## config.mk

```make
export PLATFORM = sky130hd
export DESIGN_NAME = gtg_cordic
export DESIGN_NICKNAME = d
export VERILOG_FILES = /design/src/assert_macros.svh /design/src/gtg_pkg.sv /design/src/gtg_cordic.sv
export SDC_FILE = /design/constraint.sdc
export NUM_CORES = 1
export LEC_CHECK = 0
export BUFFER_PORTS_ARGS = -buffer_cell sky130_fd_sc_hd__buf_2
export CORE_UTILIZATION = 50
export CTS_BUF_LIST = sky130_fd_sc_hd__clkbuf_8
export CTS_CLUSTER_DIAMETER = 50
export DETAILED_ROUTE_END_ITERATION = 16
export PLACE_DENSITY = 0.69
export SYNTH_ARGS = -nofsm -noshare
export SYNTH_HDL_FRONTEND = slang
export SYNTH_SLANG_ARGS = --single-unit
```

## constraint.sdc

```tcl
create_clock -name clk -period 11.9 [get_ports clk]
set_input_delay 0.595 -clock clk [delete_from_list [all_inputs] [get_ports clk]]
set_output_delay 0.595 -clock clk [all_outputs]
set_load 0.005 [all_outputs]
```

## src/assert_macros.svh

```systemverilog
// Assertion macros used by the RTL files.
`ifndef ASSERT_MACROS_SVH
`define ASSERT_MACROS_SVH
`ifndef SYNTHESIS
`define ASSERT_IMPLIES(label, clk, rst, pre, post) \
  label: assert property (@(posedge clk) disable iff (rst) (pre) |-> (post)) \
    else $error("assertion failed");
`define ASSERT_NEXT(label, clk, rst, pre, post) \
  label: assert property (@(posedge clk) disable iff (rst) (pre) |=> (post)) \
    else $error("assertion failed");
`else
`define ASSERT_IMPLIES(label, clk, rst, pre, post)
`define ASSERT_NEXT(label, clk, rst, pre, post)
`endif
`endif

```

## src/gtg_pkg.sv

```systemverilog
`default_nettype none
package gtg_pkg;
  localparam int CordicSteps = 16;
  localparam int AngW = 40;
  localparam logic signed [AngW-1:0] HalfPiQ16 = 40'sd102944;
  localparam logic signed [17:0] PiQ13 = 18'sd25736;
  localparam logic signed [17:0] TwoPiQ13 = 18'sd51472;

  localparam logic [2:0] CfgTargetX = 3'd0;
  localparam logic [2:0] CfgTargetY = 3'd1;
  localparam logic [2:0] CfgGain = 3'd2;
  localparam logic [2:0] CfgArrive = 3'd3;
  localparam logic [2:0] CfgHeading = 3'd4;
  localparam logic [2:0] CfgLinear = 3'd5;
  localparam logic [2:0] CfgAngular = 3'd6;

  function automatic logic [16:0] atan_entry(input logic [4:0] i);
    logic [16:0] r;
    begin
      case (i)
        5'd0: r = 17'd51472;
        5'd1: r = 17'd30386;
        5'd2: r = 17'd16055;
        5'd3: r = 17'd8150;
        5'd4: r = 17'd4091;
        5'd5: r = 17'd2047;
        5'd6: r = 17'd1024;
        5'd7: r = 17'd512;
        5'd8: r = 17'd256;
        5'd9: r = 17'd128;
        5'd10: r = 17'd64;
        5'd11: r = 17'd32;
        5'd12: r = 17'd16;
        5'd13: r = 17'd8;
        5'd14: r = 17'd4;
        5'd15: r = 17'd2;
        5'd16: r = 17'd1;
        default: r = 17'd0;
      endcase
      return r;
    end
  endfunction
endpackage
`default_nettype wire

```

## src/gtg_cordic.sv

```systemverilog
`default_nettype none
// Iterative CORDIC atan2: normalise one bit position a cycle, then one
// vectoring micro-rotation a cycle. Result is signed Q4.13.
module gtg_cordic (
  input  wire logic               clk,
  input  wire logic               rst,
  input  wire logic               start,
  input  wire logic signed [35:0] y_in,
  input  wire logic signed [35:0] x_in,
  output logic                    done,
  output logic signed [17:0]      angle
);
  localparam logic [1:0] S_IDLE = 2'd0;
  localparam logic [1:0] S_NORM = 2'd1;
  localparam logic [1:0] S_ROT = 2'd2;

  logic [1:0] state;
  logic signed [37:0] x, y;
  logic signed [gtg_pkg::AngW-1:0] z;
  logic [4:0] step;
  logic signed [37:0] xs, ys;
  logic big;

  assign xs = x >>> step;
  assign ys = y >>> step;
  assign big = (x >= 38'sd8589934592) || (x <= -38'sd8589934592)
            || (y >= 38'sd8589934592) || (y <= -38'sd8589934592);

  always_ff @(posedge clk) begin
    done <= 1'b0;
    if (rst) begin
      state <= S_IDLE;
    end else begin
      unique case (state)
        S_IDLE: begin
          if (start) begin
            x <= 38'(x_in);
            y <= 38'(y_in);
            z <= '0;
            step <= '0;
            if (x_in == 36'sd0 && y_in == 36'sd0) begin
              angle <= '0;
              done <= 1'b1;
            end else begin
              state <= S_NORM;
            end
          end
        end
        S_NORM: begin
          if (!big) begin
            x <= x <<< 1;
            y <= y <<< 1;
          end else begin
            if (x < 0) begin
              if (y >= 0) begin
                x <= y; y <= -x; z <= gtg_pkg::HalfPiQ16;
              end else begin
                x <= -y; y <= x; z <= -gtg_pkg::HalfPiQ16;
              end
            end
            state <= S_ROT;
          end
        end
        S_ROT: begin
          if (step == 5'(gtg_pkg::CordicSteps)) begin
            angle <= 18'((z + 40'sd4) >>> 3);
            done <= 1'b1;
            state <= S_IDLE;
          end else begin
            if (y >= 0) begin
              x <= x + ys; y <= y - xs;
              z <= z + 40'(gtg_pkg::atan_entry(step));
            end else begin
              x <= x - ys; y <= y + xs;
              z <= z - 40'(gtg_pkg::atan_entry(step));
            end
            step <= step + 5'd1;
          end
        end
        default: state <= S_IDLE;
      endcase
    end
  end
endmodule
`default_nettype wire

```

==> impl_results.md <==
* Status: complete, no violations
* Period utilisation layout at 66.21%
* CP arrival at 8.19 ns
* Seq/Total Area, Yosys at 18.79%
* Commonest non-fill, non-tap cells in the layout: nor2_1, a21oi_1, nand2_1
* Post-CTS Setup Bufs at 0
* Port bufs at 93
* CTS root buffer: clkbuf_8
* CORE AREA at 41,850 um2
* Fmax achieved at 0.1269 GHz
* Longest Clk Path Bufs at 2
* Htree depth at 4
* WL/cell at 26.84 um
* Max-slew violations at 0
* Final setup TNS at 0 ns
* WP data required at 12.21 ns
* Final min period at 7.879 ns
* Post-Syn Nets at 2,840
* Main synth FF type: edfxtp_1
* WL final at 84,360 um
* Slew @ Worst Pin at 1.420 ns
* Most used cell, CP: o21ai_0
* Clock Latency Late Sink at 0.60 ns
* Crit path launch type: register
* Worst Hold Class: input pin to register
* Max Cap Viol at 0
* First-pass GRT wire length at 126,400 um
* Layout net count at 2,783
* Initial Util at 50.66%
* CTS tree: built
* Rows at 75
* Mux contribution to synthesized area at 14.65%
* Reg2reg start: step[0]
* HP Start: rst
* Compound-Gate Fraction of Synth Area at 24.05%
* R2R setup slack at 4.02 ns
* Post-layout util at 53.12%
* Leakage at 8.306 nW
* R2r worst-path depth at 23
* Clock Skews at 0.03241 ns
* FF+latch count, synth at 139
* Final hold viol count at 0
* Worst slew margin at 4.481%
* Total CTS buffers at 17
* Mapped cell area at 21,200 um2
* Via Count at 21,972
* XOR/XNOR share of the synthesized area at 9.897%
* Drt pass-1 iters at 6
* Initial antenna violation count at 4
* Max incr delay on CP at 0.84 ns
* Grt ovf at 0
* Most common cell after layout, fill and taps aside: nor2_1
* DRC at 0
* R2R Path End: x[37]
* Unrepaired setup endpoints after global routing: no
* Placer Congestion at 0.9922
* Chip width at 207.9 um
* Maximum VDD drop at 0.1552 mV
* ANT nets after route at 0
* Adder and majority gate portion of the synthesized area at 7.070%
* Initial DRC count at 2,836
* FFs w/ async S/R, synth at 0%
* Total clock sinks at 139
* Cell Pwr Density at 311.7 nW/um2
* Total GRT Usage at 38.61%
* Die H at 207.9 um
* WHS Endpoint: state[1]
* DIE AREA at 43,230 um2
* Ys Warns at 0
* Synth cell types at 93
* I/O pins at 94
* Post-synth EDFFs at 120
* Cell chain of the critical path: buf_4 > mux4_2 > a22o_1 > a221oi_1 > o221ai_1 > inv_1 > ha_1 > o211ai_1 > a211o_1 > nand2b_1 > or2_1 > nand4b_1 > o21ai_0 > xnor2_1 > nor2_1 > ha_1 > nand4_1 > o41ai_1 > o21ai_0 > o21ai_0 > a21oi_1 > xnor2_1 > o22ai_1
* Mapped Avg Cell Area at 8.010 um2
* Hold path cells at 2
* Worst slack, placed at 4.090 ns
* Worst Path Buf+Inv at 2
* Synth Area in Simple Gates at 20.39%
* Crit end category: register
* Worst Setup Path Type: register to register
* Area Overhead vs Synth at 4.851%
* DPL Wire Length at 61,750 um
* Clk slew on worst S/H paths at 0.11 ns
* Gate Count Post-Synth at 2,647
* CTS hold repair buffers at 0
* Vias in the first global route at 20,969
* Final setup fails at 0
* CP max FO at 58
* Slowest cell on crit path: buf_4
* Share of cells above drive strength 1 at 12.37%
* Post-CTS resize count at 0
* Main combinational cell family by area after synthesis: compound AO/OA/AOI/OAI gates
* Largest net degree at the start of global routing at 90
* Worst setup slack after layout at 4.022 ns
* Crit-path leading delay family: compound AO/OA/AOI/OAI gates
* Drt via density at 6.991
==> worst reg2reg max path: cells and delay by family, from the launching register on <==
kind / cells / cell delay, ns
AOI/OAI and AO/OA: 11 / 2.94
xor gates and xnor gates: 2 / 0.33
adders and majority gates: 2 / 0.61
buffers and inverters: 2 / 0.96
DFF: 1 / 0.82
muxes: 1 / 0.70
and+or+nand+nor: 5 / 1.24
==> per-layer routing <==
| metal | GRT usage, % | vias up | share of wire (%) |
|---|---|---|---|
| li1 | - | 9832 | - |
| met1 | 48.33 | 10529 | 38 |
| met2 | 60.12 | 1326 | 45 |
| met3 | 9.721 | 285 | 12 |
| met4 | 23.01 | 0 | 6.0 |
| met5 | 0 | - | 0 |
==> area by class of cell <==
| type | count | area (um2) |
|---|---|---|
| clock buffers | 17 | 234.0 |
| clock inverters | 15 | 185.2 |
| repair buffers | 130 | 743.2 |
| flip-flops and latches | 139 | 3984 |
| multi-input cells | 2241 | 16180 |
| inverters | 61 | 229.0 |
| diodes | 1 | 2.502 |
| well taps | 539 | 674.4 |
| fillers | 4044 | 19620 |
==> how the worst max path moves through the flow <==
stage,start,end,slack [ns],cells after the start
after floorplan,x[9],x[0],3.63,11
after global placement,step[0],x[36],4.22,23
after detailed placement,step[0],x[36],4.09,23
after CTS,step[0],x[36],4.06,23
after global routing,step[0],x[33],3.43,23
final,step[0],x[37],4.02,23
==> logic make-up after synthesis <==
kind of cell,count (synthesis)
xor+xnor,238
buf+inv,267
simple gates,897
compound gates,794
flops,139
fa+ha+maj,118
mux,194
==> cell usage after synthesis, types with 12 or more instances <==
library cell | count | share of area (%)
nor2_1 | 290 | 5.1
a21oi_1 | 239 | 5.6
nand2_1 | 226 | 4.0
o21ai_0 | 150 | 3.5
xnor2_1 | 146 | 6.0
clkbuf_1 | 144 | 2.5
edfxtp_1 | 120 | 17
ha_1 | 115 | 6.8
xor2_1 | 91 | 3.8
mux4_2 | 90 | 9.6
mux2i_1 | 73 | 3.4
nor3_1 | 60 | 1.4
inv_1 | 58 | 1.0
nand3_1 | 55 | 1.3
a22oi_1 | 50 | 1.8
a21o_1 | 43 | 1.5
a31oi_1 | 39 | 1.2
buf_1 | 34 | 0.60
nand2b_1 | 33 | 0.97
or3_1 | 33 | 0.97
nor4_1 | 32 | 0.94
o31ai_1 | 32 | 1.1
mux2_2 | 31 | 1.6
nor2b_1 | 29 | 0.86
and3_1 | 24 | 0.71
o22ai_1 | 24 | 0.71
nand4_1 | 22 | 0.65
o211ai_1 | 22 | 0.78
a211oi_1 | 21 | 0.74
or4_1 | 21 | 0.74
o21a_1 | 20 | 0.71
dfxtp_1 | 19 | 1.8
and2_1 | 15 | 0.44
o221ai_1 | 15 | 0.62
buf_2 | 14 | 0.33
o21bai_1 | 14 | 0.50
o41ai_1 | 13 | 0.54
or2_2 | 13 | 0.38
a21boi_0 | 12 | 0.42
a221oi_1 | 12 | 0.50
==> where the power goes <==
part	internal (mW)	switching [mW]
Clock	0.211	0.256
Combinational	2.10	3.18
Sequential	0.744	0.446
Total	3.05	3.88
==> stage by stage <==
step	power (mW)	hold WS, ns	cell area (um2)	instances
after floorplan	4.838	0.5072	21200	2647
after global placement	6.177	0.5227	21810	3110
after detailed placement	6.242	0.5446	21810	3110
after CTS	6.742	0.1759	22230	3142
after global routing	7.347	0.2262	22230	3142
final	6.928	0.2163	22230	3143
Power figures use the tool's default switching activity.
