[src/assert_macros.svh]
// Assertion macros used by the RTL files.
`ifndef ASSERT_MACROS_SVH
`define ASSERT_MACROS_SVH
`ifndef SYNTHESIS
`define ASSERT_IMPLIES(label, clk, rst, pre, post) \
  label: assert property (@(posedge clk) disable iff (rst) (pre) |-> (post)) \
    else $error("assertion failed");
`define ASSERT_NEXT(label, clk, rst, pre, post) \
  label: assert property (@(posedge clk) disable iff (rst) (pre) |=> (post)) \
    else $error("assertion failed");
`else
`define ASSERT_IMPLIES(label, clk, rst, pre, post)
`define ASSERT_NEXT(label, clk, rst, pre, post)
`endif
`endif

[src/gtg_isqrt.sv]
`default_nettype none
// Bit-serial integer square root, two radicand bits per cycle.
module gtg_isqrt (
  input  wire logic        clk,
  input  wire logic        rst,
  input  wire logic        start,
  input  wire logic [50:0] value,
  output logic             done,
  output logic [25:0]      root
);
  logic busy;
  logic [5:0] cnt;
  logic [51:0] rad;
  logic [27:0] rem;
  logic [27:0] trial;

  assign trial = {rem[25:0], rad[51:50]} - {root, 2'b01};

  always_ff @(posedge clk) begin
    done <= 1'b0;
    if (rst) begin
      busy <= 1'b0;
    end else if (!busy) begin
      if (start) begin
        busy <= 1'b1;
        rad <= {1'b0, value};
        rem <= '0;
        root <= '0;
        cnt <= 6'd26;
      end
    end else begin
      rad <= rad << 2;
      if (!trial[27]) begin
        rem <= trial;
        root <= {root[24:0], 1'b1};
      end else begin
        rem <= {rem[25:0], rad[51:50]};
        root <= {root[24:0], 1'b0};
      end
      cnt <= cnt - 6'd1;
      if (cnt == 6'd1) begin
        busy <= 1'b0;
        done <= 1'b1;
      end
    end
  end
endmodule
`default_nettype wire
[config.mk]
export PLATFORM = sky130hd
export DESIGN_NAME = gtg_isqrt
export DESIGN_NICKNAME = d
export VERILOG_FILES = /design/src/assert_macros.svh /design/src/gtg_isqrt.sv
export SDC_FILE = /design/constraint.sdc
export NUM_CORES = 1
export LEC_CHECK = 0
export BUFFER_PORTS_ARGS = -buffer_cell sky130_fd_sc_hd__buf_2
export CAP_MARGIN = 20
export CORE_MARGIN = 3
export CORE_UTILIZATION = 45
export CTS_CLUSTER_SIZE = 8
export DETAILED_ROUTE_END_ITERATION = 10
export PLACE_DENSITY = 0.66
export SYNTH_ARGS = -nofsm -noshare
export SYNTH_HDL_FRONTEND = slang
export SYNTH_SLANG_ARGS = --single-unit
[constraint.sdc]
create_clock -name clk -period 7.2 [get_ports clk]
set_input_delay 1.08 -clock clk [delete_from_list [all_inputs] [get_ports clk]]
set_output_delay 1.08 -clock clk [all_outputs]
set_load 0.02 [all_outputs]
==> impl_results.md, run 1 <==
- HPWL after detailed placement: 9830 microns
- Initial Util: 46.5%
- Setup Buffers After CTS: 0
- Finished Core Util: 52.3%
- Per-cell routed wire length: 16.7 microns
- Rows: 43
- CTS Buffer Depth: 2
- Port Buf Inserts: 80
- GP Congestion: 0.947
- Outcome: finished clean
- Peak VDD IR: 0.000113 V
- Reg2Reg Depth: 9
- Fillers: 1256
- Synth warn: 0
- Final setup fails: 0
- Vias per Instance: 5.63
- Pre-Repair DR Iteration Count: 5
- Synth Register Bits: 112
- RSZ-0062 raised after global routing: no
- R2R setup slack: 3580 ps
- Antenna diodes: 0
- Fin crit share: 50.3%
- Commonest non-fill, non-tap cell in the layout: edfxtp_1
- Vias in the first global route: 4663
- Mean Syn Cell Area: 11.4 sq um
- Total GRT Usage: 17.7%
- Clk slew on worst S/H paths: 80 ps
- Hold path cells: 1
- Post-synthesis cell type count: 64
- Total Routed Length: 13700 microns
- Max cap viols: 0
- Ranking of synthesized cells by area: edfxtp_1, mux2_2, ha_1
- I/O pins: 81
- Design area: 7320 sq um
- Die X: 126 microns
- Drt initial violations: 356
- Hold path start: rad[49]
- Final Net Count: 719
- Cts hold-fix bufs: 0
- CTS Buf Count: 9
- Share of cells above drive strength 1: 27.6%
- WHS Endpoint: rad[51]
- Initial antenna violation count: 0
- Crit path DAT: 3760 ps
- Largest area contributor in the netlist: edfxtp_1
- Clock Skew: 5.70 ps
- Congestion Overflow GR: 0
- Drt drc: 0
- CTS Root Cell: clkbuf_16
- Hold Crit Class: reg2reg
- Reg2reg end: rem[24]
- Post-synth EDFFs: 110
- Ys flop type: edfxtp_1
- Async SR Flop Fraction: 0%
- Hold Vio Cnt, Final: 0
- CTS Sinks: 112
- Post-Synthesis Cells: 572
- Global-route wire length before repair: 23000 microns
- Total nets after synthesis: 654
- Crit. Startpoint: root[18]
- Final Slew Violations: 0
- CP max FO: 22
- Reg2reg start: root[18]
- Nature of the critical path endpoint: flip-flop
- Post-synth top area share: 50.8%
- H-tree depth: 3
- Vias post-DR: 4626
- Most frequent cells in the layout: edfxtp_1, buf_2, mux2_2
- Clk_lat worst skew: 360 ps
- Critical path class: reg2reg
- Fmax: 276 MHz
- Placement Cell Area: 7010 sq um
- CP required: 7340 ps
- Die H: 126 microns
- Sequential area share after synthesis: 51.4%
- Crit path launch type: flip-flop
- Tmin final: 3620 ps
- Worst hold slack: 540 ps
- Worst slew margin: 33.8%
- CTS resizes: 0
- Setup Total Neg Slack: 0 ps
- Routed Antenna Nets: 0
- Mapped cell area: 6500 sq um
- Worst-margin pin slew: 990 ps
- Area delta synth->final: 12.6%
- Core area: 14000 sq um
- Largest net degree at the start of global routing: 67
- LEAKAGE: 0.00284 uW
- TritonCTS clock tree: done
- Cell Pwr Density: 235 nW/um^2
- Die ar.: 15900 sq um
Yosys cell counts, types with 7 or more instances:
library cell,count
edfxtp_1,110
mux2_2,50
nor2_1,48
a21oi_1,38
inv_1,35
ha_1,28
nand2_1,27
nand3_1,25
o21ai_0,19
buf_2,13
nor3_1,12
xnor2_1,12
o21ai_1,11
o21a_1,10
a21o_1,9
clkbuf_1,8
xor2_1,8
a211oi_2,7
critical path: stages, from the launching register on:
cell and delay (ps):
edfxtp_1 350, inv_1 60, ha_1 410, a211oi_2 340, o21ai_1 120, a31o_1 250
a221o_1 440, nor3_4 830, o21ai_2 190, o32ai_1 410
flip-flops by register name, summed over array words and instances, names as in the netlist:
name and cells:
root 26, rad 52, cnt 6, done 1, rem 26, busy 1
layout make-up:
type / count / area [sq um] / share of cell area (%)
sequential: 112 / 3340 / 45.7
clock buffer: 9 / 225 / 3.08
inverter: 36 / 135 / 1.85
tap: 180 / 225 / 3.08
clock inverter: 7 / 76.3 / 1.04
timing repair buffer: 85 / 450 / 6.15
multi-input combinational: 393 / 2860 / 39.1
power by group:
group / internal, uW / leakage (uW) / switching (uW)
registers: 775 / 0.00108 / 19.2
clock network: 274 / 0.000150 / 241
logic: 163 / 0.00162 / 244
total: 1210 / 0.00284 / 504
routing by layer:
metal	global-route usage (%)	share of wire (%)	wire, microns	vias up
li1	-	-	-	2261
met2	27.8	46	6310	164
met4	5.74	1.7	238	0
met5	0	0	0	-
met3	5.17	8.3	1130	16
met1	23.7	44	6010	2185
through the flow:
step | setup slack (ps) | power [uW] | cells
after detailed placement | 3470 | 1210 | 805
after global routing | 3380 | 1800 | 822
after floorplan | 906 | 1120 | 572
after CTS | 3480 | 1730 | 821
final | 3580 | 1720 | 822
after global placement | 3680 | 1200 | 804
cells by family (layout without fill, tap and decap cells):
| group | count (synthesis) | after routing | synth area share, % |
|---|---|---|---|
| AO/OA/AOI/OAI | 138 | 138 | 14.8 |
| XOR/XNOR | 20 | 20 | 2.70 |
| adder cells (fa/ha/maj) | 28 | 28 | 5.39 |
| buffers and inverters | 67 | 137 | 4.64 |
| flip-flops | 112 | 112 | 51.4 |
| multiplexers | 54 | 54 | 9.28 |
| AND/OR/NAND/NOR | 153 | 153 | 11.8 |
how the worst max path moves through the flow:
stage,end,slack (ps),cells past startpoint
floorplan,cnt[0],910,2
global placement,rem[5],3680,4
detailed placement,rem[24],3470,9
CTS,rem[24],3480,9
global route,rem[24],3380,9
finish,rem[24],3580,9
Power figures use the tool's default switching activity.
==> run 2: changes to the inputs <==
PLACE_DENSITY = 0.69   (was 0.66)
clock period = 3.2 ns   (was 7.2 ns; I/O delays follow)
==> impl_results.md, run 2 (synthesis results as in run 1) <==
- Outcome: finished clean
- RSZ-0062 raised after global routing: no
- Core area: 14000 sq um (unchanged)
- Vias in the first global route: 4724 (+1.3%)
- Cell Pwr Density: 534 nW/um^2 (+130%)
- Routed Antenna Nets: 0 (unchanged)
- Area of the multi-input gates: 2860 sq um (about the same)
- Leading registers by flop count: rad: 52 flops, rem: 26 flops, root: 26 flops
- Initial Util: 46.5% (unchanged)
- Hold path cells: 2 (+1)
- Reg2reg end: rem[24]
- LEAKAGE: 0.00289 uW (+1.6%)
- Fmax: 339 MHz (+23%)
- R2R setup slack: 250 ps (-3320 ps)
- Setup Buffers After CTS: 0 (unchanged)
- Peak VDD IR: 0.000265 V (+140%)
- Largest delay contributor family on the critical path: compound AO/OA/AOI/OAI gates
- Area delta synth->final: 13.8%
- Hold path start: rst
- Sw frac: 28.6% (-0.74 points)
- Total power draw: 3950 uW (+130%)
- I/O pins: 81 (unchanged)
- Largest net degree at the start of global routing: 73 (+9.0%)
- CP max FO: 8 (-64%)
- Fillers: 1254 (-0.16%)
- Power Internal: 2820 uW (+130%)
- Most flops, register: rad
- Die H: 126 microns (unchanged)
- Share of cells above drive strength 1: 28.5% (+0.94 points)
- Total GRT Usage: 18.0% (+0.27 points)
- Vias post-DR: 4698 (+1.6%)
- Design area: 7400 sq um (+1.1%)
- Drt drc: 0 (unchanged)
- Global-route wire length before repair: 23400 microns (+1.8%)
- Worst path cell trace: ha_1 > a211oi_2 > o21ai_1 > a31o_1 > a221o_1 > nor3_4 > o21ai_2 > o32ai_1
- Placement Cell Area: 7070 sq um (+0.86%)
- WHS Endpoint: done
- Switching power: 1130 uW (+120%)
- Nature of the critical path endpoint: flip-flop
- Port Buf Inserts: 80 (unchanged)
- CTS Buffer Depth: 2 (unchanged)
- Total Routed Length: 13700 microns (+0.26%)
- Congestion Overflow GR: 0 (unchanged)
- Worst-margin pin slew: 1010 ps (+15.7 ps)
- Worst slew margin: 32.8% (-0.93 points)
- Cts hold-fix bufs: 0 (unchanged)
- H-tree depth: 3 (unchanged)
- Die ar.: 15900 sq um (unchanged)
- Number of flip-flops in the largest register: 52 (unchanged)
- TritonCTS clock tree: done
- Per-cell routed wire length: 16.6 microns (-0.58%)
- Critical path class: reg2reg
- Die X: 126 microns (unchanged)
- Clock Skew: 8.19 ps (+2.49 ps)
- Commonest non-fill, non-tap cell in the layout: edfxtp_1
- Drt initial violations: 379 (+6.5%)
- Reg2reg start: rem[18]
- CTS Buf Count: 9 (unchanged)
- GP Congestion: 0.906 (-4.4%)
- Hold Vio Cnt, Final: 0 (unchanged)
- Logic pwr share: 23.3% (-0.4 points)
- Clk_lat worst skew: 350 ps (about the same)
- Tmin final: 2950 ps (-676 ps)
- Final Net Count: 726 (+0.97%)
- Clk slew on worst S/H paths: 70 ps (about the same)
- CTS Root Cell: clkbuf_16
- Final setup fails: 0 (unchanged)
- Vias per Instance: 5.67 (+0.70%)
- Crit path depth: 8 (-1)
- Antenna diodes: 0 (unchanged)
- Worst stage delay on the critical path: 430 ps (-400 ps)
- Sequential power share: 45.5% (-0.8 points)
- Initial antenna violation count: 0 (unchanged)
- Fin crit share: 92.1% (+42 points)
- Final Slew Violations: 0 (unchanged)
- Hold Crit Class: in2reg
- Rows: 43 (unchanged)
- WP buf/inv: 0 (-1)
- Crit path DAT: 3100 ps (-660 ps)
- CTS resizes: 0 (unchanged)
- CP max-delay cell: a221o_1
- Clock network power share: 31.2% (+1.2 points)
- Pre-Repair DR Iteration Count: 5 (unchanged)
- Most frequent cells in the layout: edfxtp_1, buf_2, mux2_2
- Reg2Reg Depth: 8 (-1)
- Max cap viols: 0 (unchanged)
- Setup Total Neg Slack: 0 ps (unchanged)
- CP required: 3350 ps (-3990 ps)
- Register area: 3340 sq um (unchanged)
- CTS Sinks: 112 (unchanged)
- Crit path launch type: flip-flop
- HPWL after detailed placement: 9720 microns (-1.1%)
==> run 2: metrics by stage <==
step                      setup slack [ps]  instances  util [%]  hold WS (ps)
after floorplan                        196        572         -           503
after global placement                 264        813      50.5           512
after detailed placement               265        813      50.5           521
after CTS                              245        829      52.9           335
after global routing                  35.5        829      52.9           349
final                                  252        829      52.9           353
==> run 2: worst max path at each step <==
| stage | from | endpoint | slack, ps |
|---|---|---|---|
| detailed placement | root[18] | rem[24] | 270 |
| global route | root[21] | rem[24] | 40 |
| floorplan | busy | cnt[0] | 200 |
| finish | rem[18] | rem[24] | 250 |
| global placement | root[18] | rem[24] | 260 |
| CTS | root[18] | rem[24] | 250 |
==> run 2: power by group through the flow <==
stage / Combinational (uW) / Sequential [uW] / Clock (uW)
global route: 1020 / 1810 / 1320
detailed placement: 913 / 1830 / 0
global placement: 899 / 1830 / 0
CTS: 919 / 1800 / 1270
finish: 922 / 1800 / 1230
floorplan: 684 / 1830 / 0
==> run 2: area by class of cell <==
| class | instances | share of cell area, % |
|---|---|---|
| flip-flops and latches | 112 | 45.2 |
| multi-input cells | 393 | 38.7 |
| repair buffers | 92 | 6.80 |
| clock buffers | 9 | 3.05 |
| well taps | 180 | 3.05 |
| inverters | 36 | 1.83 |
| clock inverters | 7 | 1.35 |
==> run 2: layer usage <==
layer  up-vias  part of all wire, %  routed length (microns)  GRT usage, %
met5         -                    0                        0             0
met4         0                  2.2                      308          7.07
met3        28                  6.8                      930          4.45
met2       151                   47                     6410          28.4
met1      2239                   44                     6080          23.9
li1       2280                    -                        -             -
==> run 3: changes to the inputs <==
GPL_TIMING_DRIVEN = 0   (was unset)
PLACE_DENSITY = 0.66   (was 0.69)
clock period = 3.25 ns   (was 3.2 ns; I/O delays follow)
==> impl_results.md, run 3 (synthesis results as in run 1) <==
- Die ar.: 15900 sq um (unchanged)
- Drt initial violations: 212 (-44%)
- Congestion Overflow GR: 0 (unchanged)
- Routed Antenna Nets: 0 (unchanged)
- HPWL after detailed placement: 10500 microns (+8.3%)
- Power Internal: 2630 uW (-6.7%)
- TritonCTS clock tree: done
- Fmax: 343 MHz (+1.1%)
- Per-cell routed wire length: 16.8 microns (+1.2%)
- Max cap viols: 0 (unchanged)
- Vias per Instance: 5.55 (-2.0%)
- WP buf/inv: 2 (+2)
- Largest net degree at the start of global routing: 30 (-59%)
- RSZ-0062 raised after global routing: no
- CTS Buffer Depth: 2 (unchanged)
- Outcome: finished clean
- Number of flip-flops in the largest register: 52 (unchanged)
- Initial Util: 46.5% (unchanged)
- Fin crit share: 89.7% (-2.4 points)
- H-tree depth: 3 (unchanged)
- Final Net Count: 748 (+3.0%)
- Leading registers by flop count: rad: 52 flops, rem: 26 flops, root: 26 flops
- Total GRT Usage: 18.3% (+0.39 points)
- Initial antenna violation count: 2 (+2)
- CP max FO: 10 (+2)
- Die X: 126 microns (unchanged)
- Clock Skew: 5.60 ps (-2.59 ps)
- Worst slew margin: 40.2% (+7.4 points)
- Finished Core Util: 53.4% (+0.52 points)
- Clock network power share: 28.1% (-3.1 points)
- Cell Pwr Density: 503 nW/um^2 (-5.8%)
- Peak VDD IR: 0.000332 V (+25%)
- Switching power: 1130 uW (-0.39%)
- Worst-margin pin slew: 895 ps (-111 ps)
- Total Routed Length: 14300 microns (+3.9%)
- Share of cells above drive strength 1: 28.3% (-0.19 points)
- Final setup fails: 0 (unchanged)
- Area delta synth->final: 14.9%
- Vias post-DR: 4726 (+0.60%)
- Vias in the first global route: 4812 (+1.9%)
- Rows: 43 (unchanged)
- Clk slew on worst S/H paths: 70 ps (about the same)
- Setup Total Neg Slack: 0 ps (unchanged)
- Hold Vio Cnt, Final: 0 (unchanged)
- Clk_lat worst skew: 350 ps (about the same)
- Commonest non-fill, non-tap cell in the layout: edfxtp_1
- Largest delay contributor family on the critical path: compound AO/OA/AOI/OAI gates
- Crit path launch type: flip-flop
- Fillers: 1261 (+0.56%)
- Global-route wire length before repair: 23500 microns (+0.53%)
- Sequential power share: 46.8% (+1.3 points)
- Hold Crit Class: in2reg
- Nature of the critical path endpoint: flip-flop
- Core area: 14000 sq um (unchanged)
- Critical path class: reg2reg
- Most frequent cells in the layout: edfxtp_1, buf_2, mux2_2
- CTS Root Cell: clkbuf_16
- Dpl cells: 835 (+2.7%)
- Logic pwr share: 25.1% (+1.8 points)
- Crit path top cell by count: a211oi_2
- Port Buf Inserts: 80 (unchanged)
- CTS Sinks: 112 (unchanged)
- Worst path cell trace: inv_1 > ha_1 > buf_6 > a211oi_2 > o21ai_1 > a31o_1 > a221o_1 > o21ai_4 > nand2_4 > a211oi_2
- Most flops, register: rad
- Pre-Repair DR Iteration Count: 5 (unchanged)
- LEAKAGE: 0.00292 uW (+1.1%)
- Crit path DAT: 3100 ps (about the same)
- Sw frac: 30.0% (+1.4 points)
- Final Slew Violations: 0 (unchanged)
- CTS Buf Count: 9 (unchanged)
- Setup Buffers After CTS: 0 (unchanged)
- Drt drc: 0 (unchanged)
- CP required: 3430 ps (+80 ps)
- Total power draw: 3760 uW (-4.9%)
- Final Non-Filler Cells: 851 (+2.7%)
- GP Congestion: 0.920 (+1.6%)
- CP max-delay cell: a221o_1
- Die H: 126 microns (unchanged)
- Worst stage delay on the critical path: 430 ps (about the same)
- Antenna diodes: 0 (unchanged)
- Worst hold slack: 356 ps (+3.03 ps)
- Tmin final: 2920 ps (-31.5 ps)
- I/O pins: 81 (unchanged)
-- run 3: cell count changes in the layout (fill, tap and decap cells not counted), sizes merged --
| cell | previous run | this run |
|---|---|---|
| buf | 92 | 106 |
| clkbuf | 9 | 19 |
| bufinv | 2 | 0 |
| clkinvlp | 0 | 1 |
| inv | 39 | 38 |
-- run 3: repair_timing --
item                       in CTS  in global routing
hold buffers                    0                  0
setup endpoints to repair       0                  1
resized for setup               0                  1
-- run 3: path summary, 6_finish.rpt --
path,slack [ps],start,cells past startpoint,endpoint
worst max-delay path,330,root[18],10,rem[1]
worst min-delay path,360,rst,2,busy
worst min register to register,540,rad[49],1,rad[51]
worst max register to register,330,root[18],10,rem[1]
-- run 3: layer usage --
layer,vias to the layer above,routed length (microns),global-route usage [%]
li1,2317,-,-
met1,2222,6210,23.4
met2,160,6650,30.1
met3,23,1080,5.17
met4,4,284,6.25
met5,-,40,0
-- run 3: per-stage QoR --
| stage | cell area (sq um) | setup slack, ps |
|---|---|---|
| after floorplan | 6510 | 246 |
| after global placement | 7130 | -700 |
| after detailed placement | 7190 | 345 |
| after CTS | 7470 | 329 |
| after global routing | 7470 | 51.3 |
| final | 7470 | 333 |
-- run 3: final cells by class --
type | count | area, sq um | share of cell area (%)
well taps | 180 | 225 | 3.02
multi-input cells | 393 | 2860 | 38.3
repair buffers | 83 | 460 | 6.17
plain buffers | 31 | 166 | 2.23
flip-flops and latches | 112 | 3340 | 44.8
clock buffers | 11 | 233 | 3.12
clock inverters | 5 | 42.5 | 0.570
inverters | 36 | 135 | 1.81
-- run 3: power groups by stage --
stage	registers, uW	logic, uW	clock network [uW]
floorplan	1810	674	0
global placement	1790	905	0
detailed placement	1790	935	0
CTS	1760	941	1090
global route	1770	1040	1140
finish	1760	943	1060
-- run 3: worst reg2reg max path, stage by stage (launching register included) --
cell,delay [ps]
edfxtp_1,380
inv_1,90
ha_1,240
buf_6,140
a211oi_2,250
o21ai_1,110
a31o_1,240
a221o_1,430
o21ai_4,360
nand2_4,220
a211oi_2,280
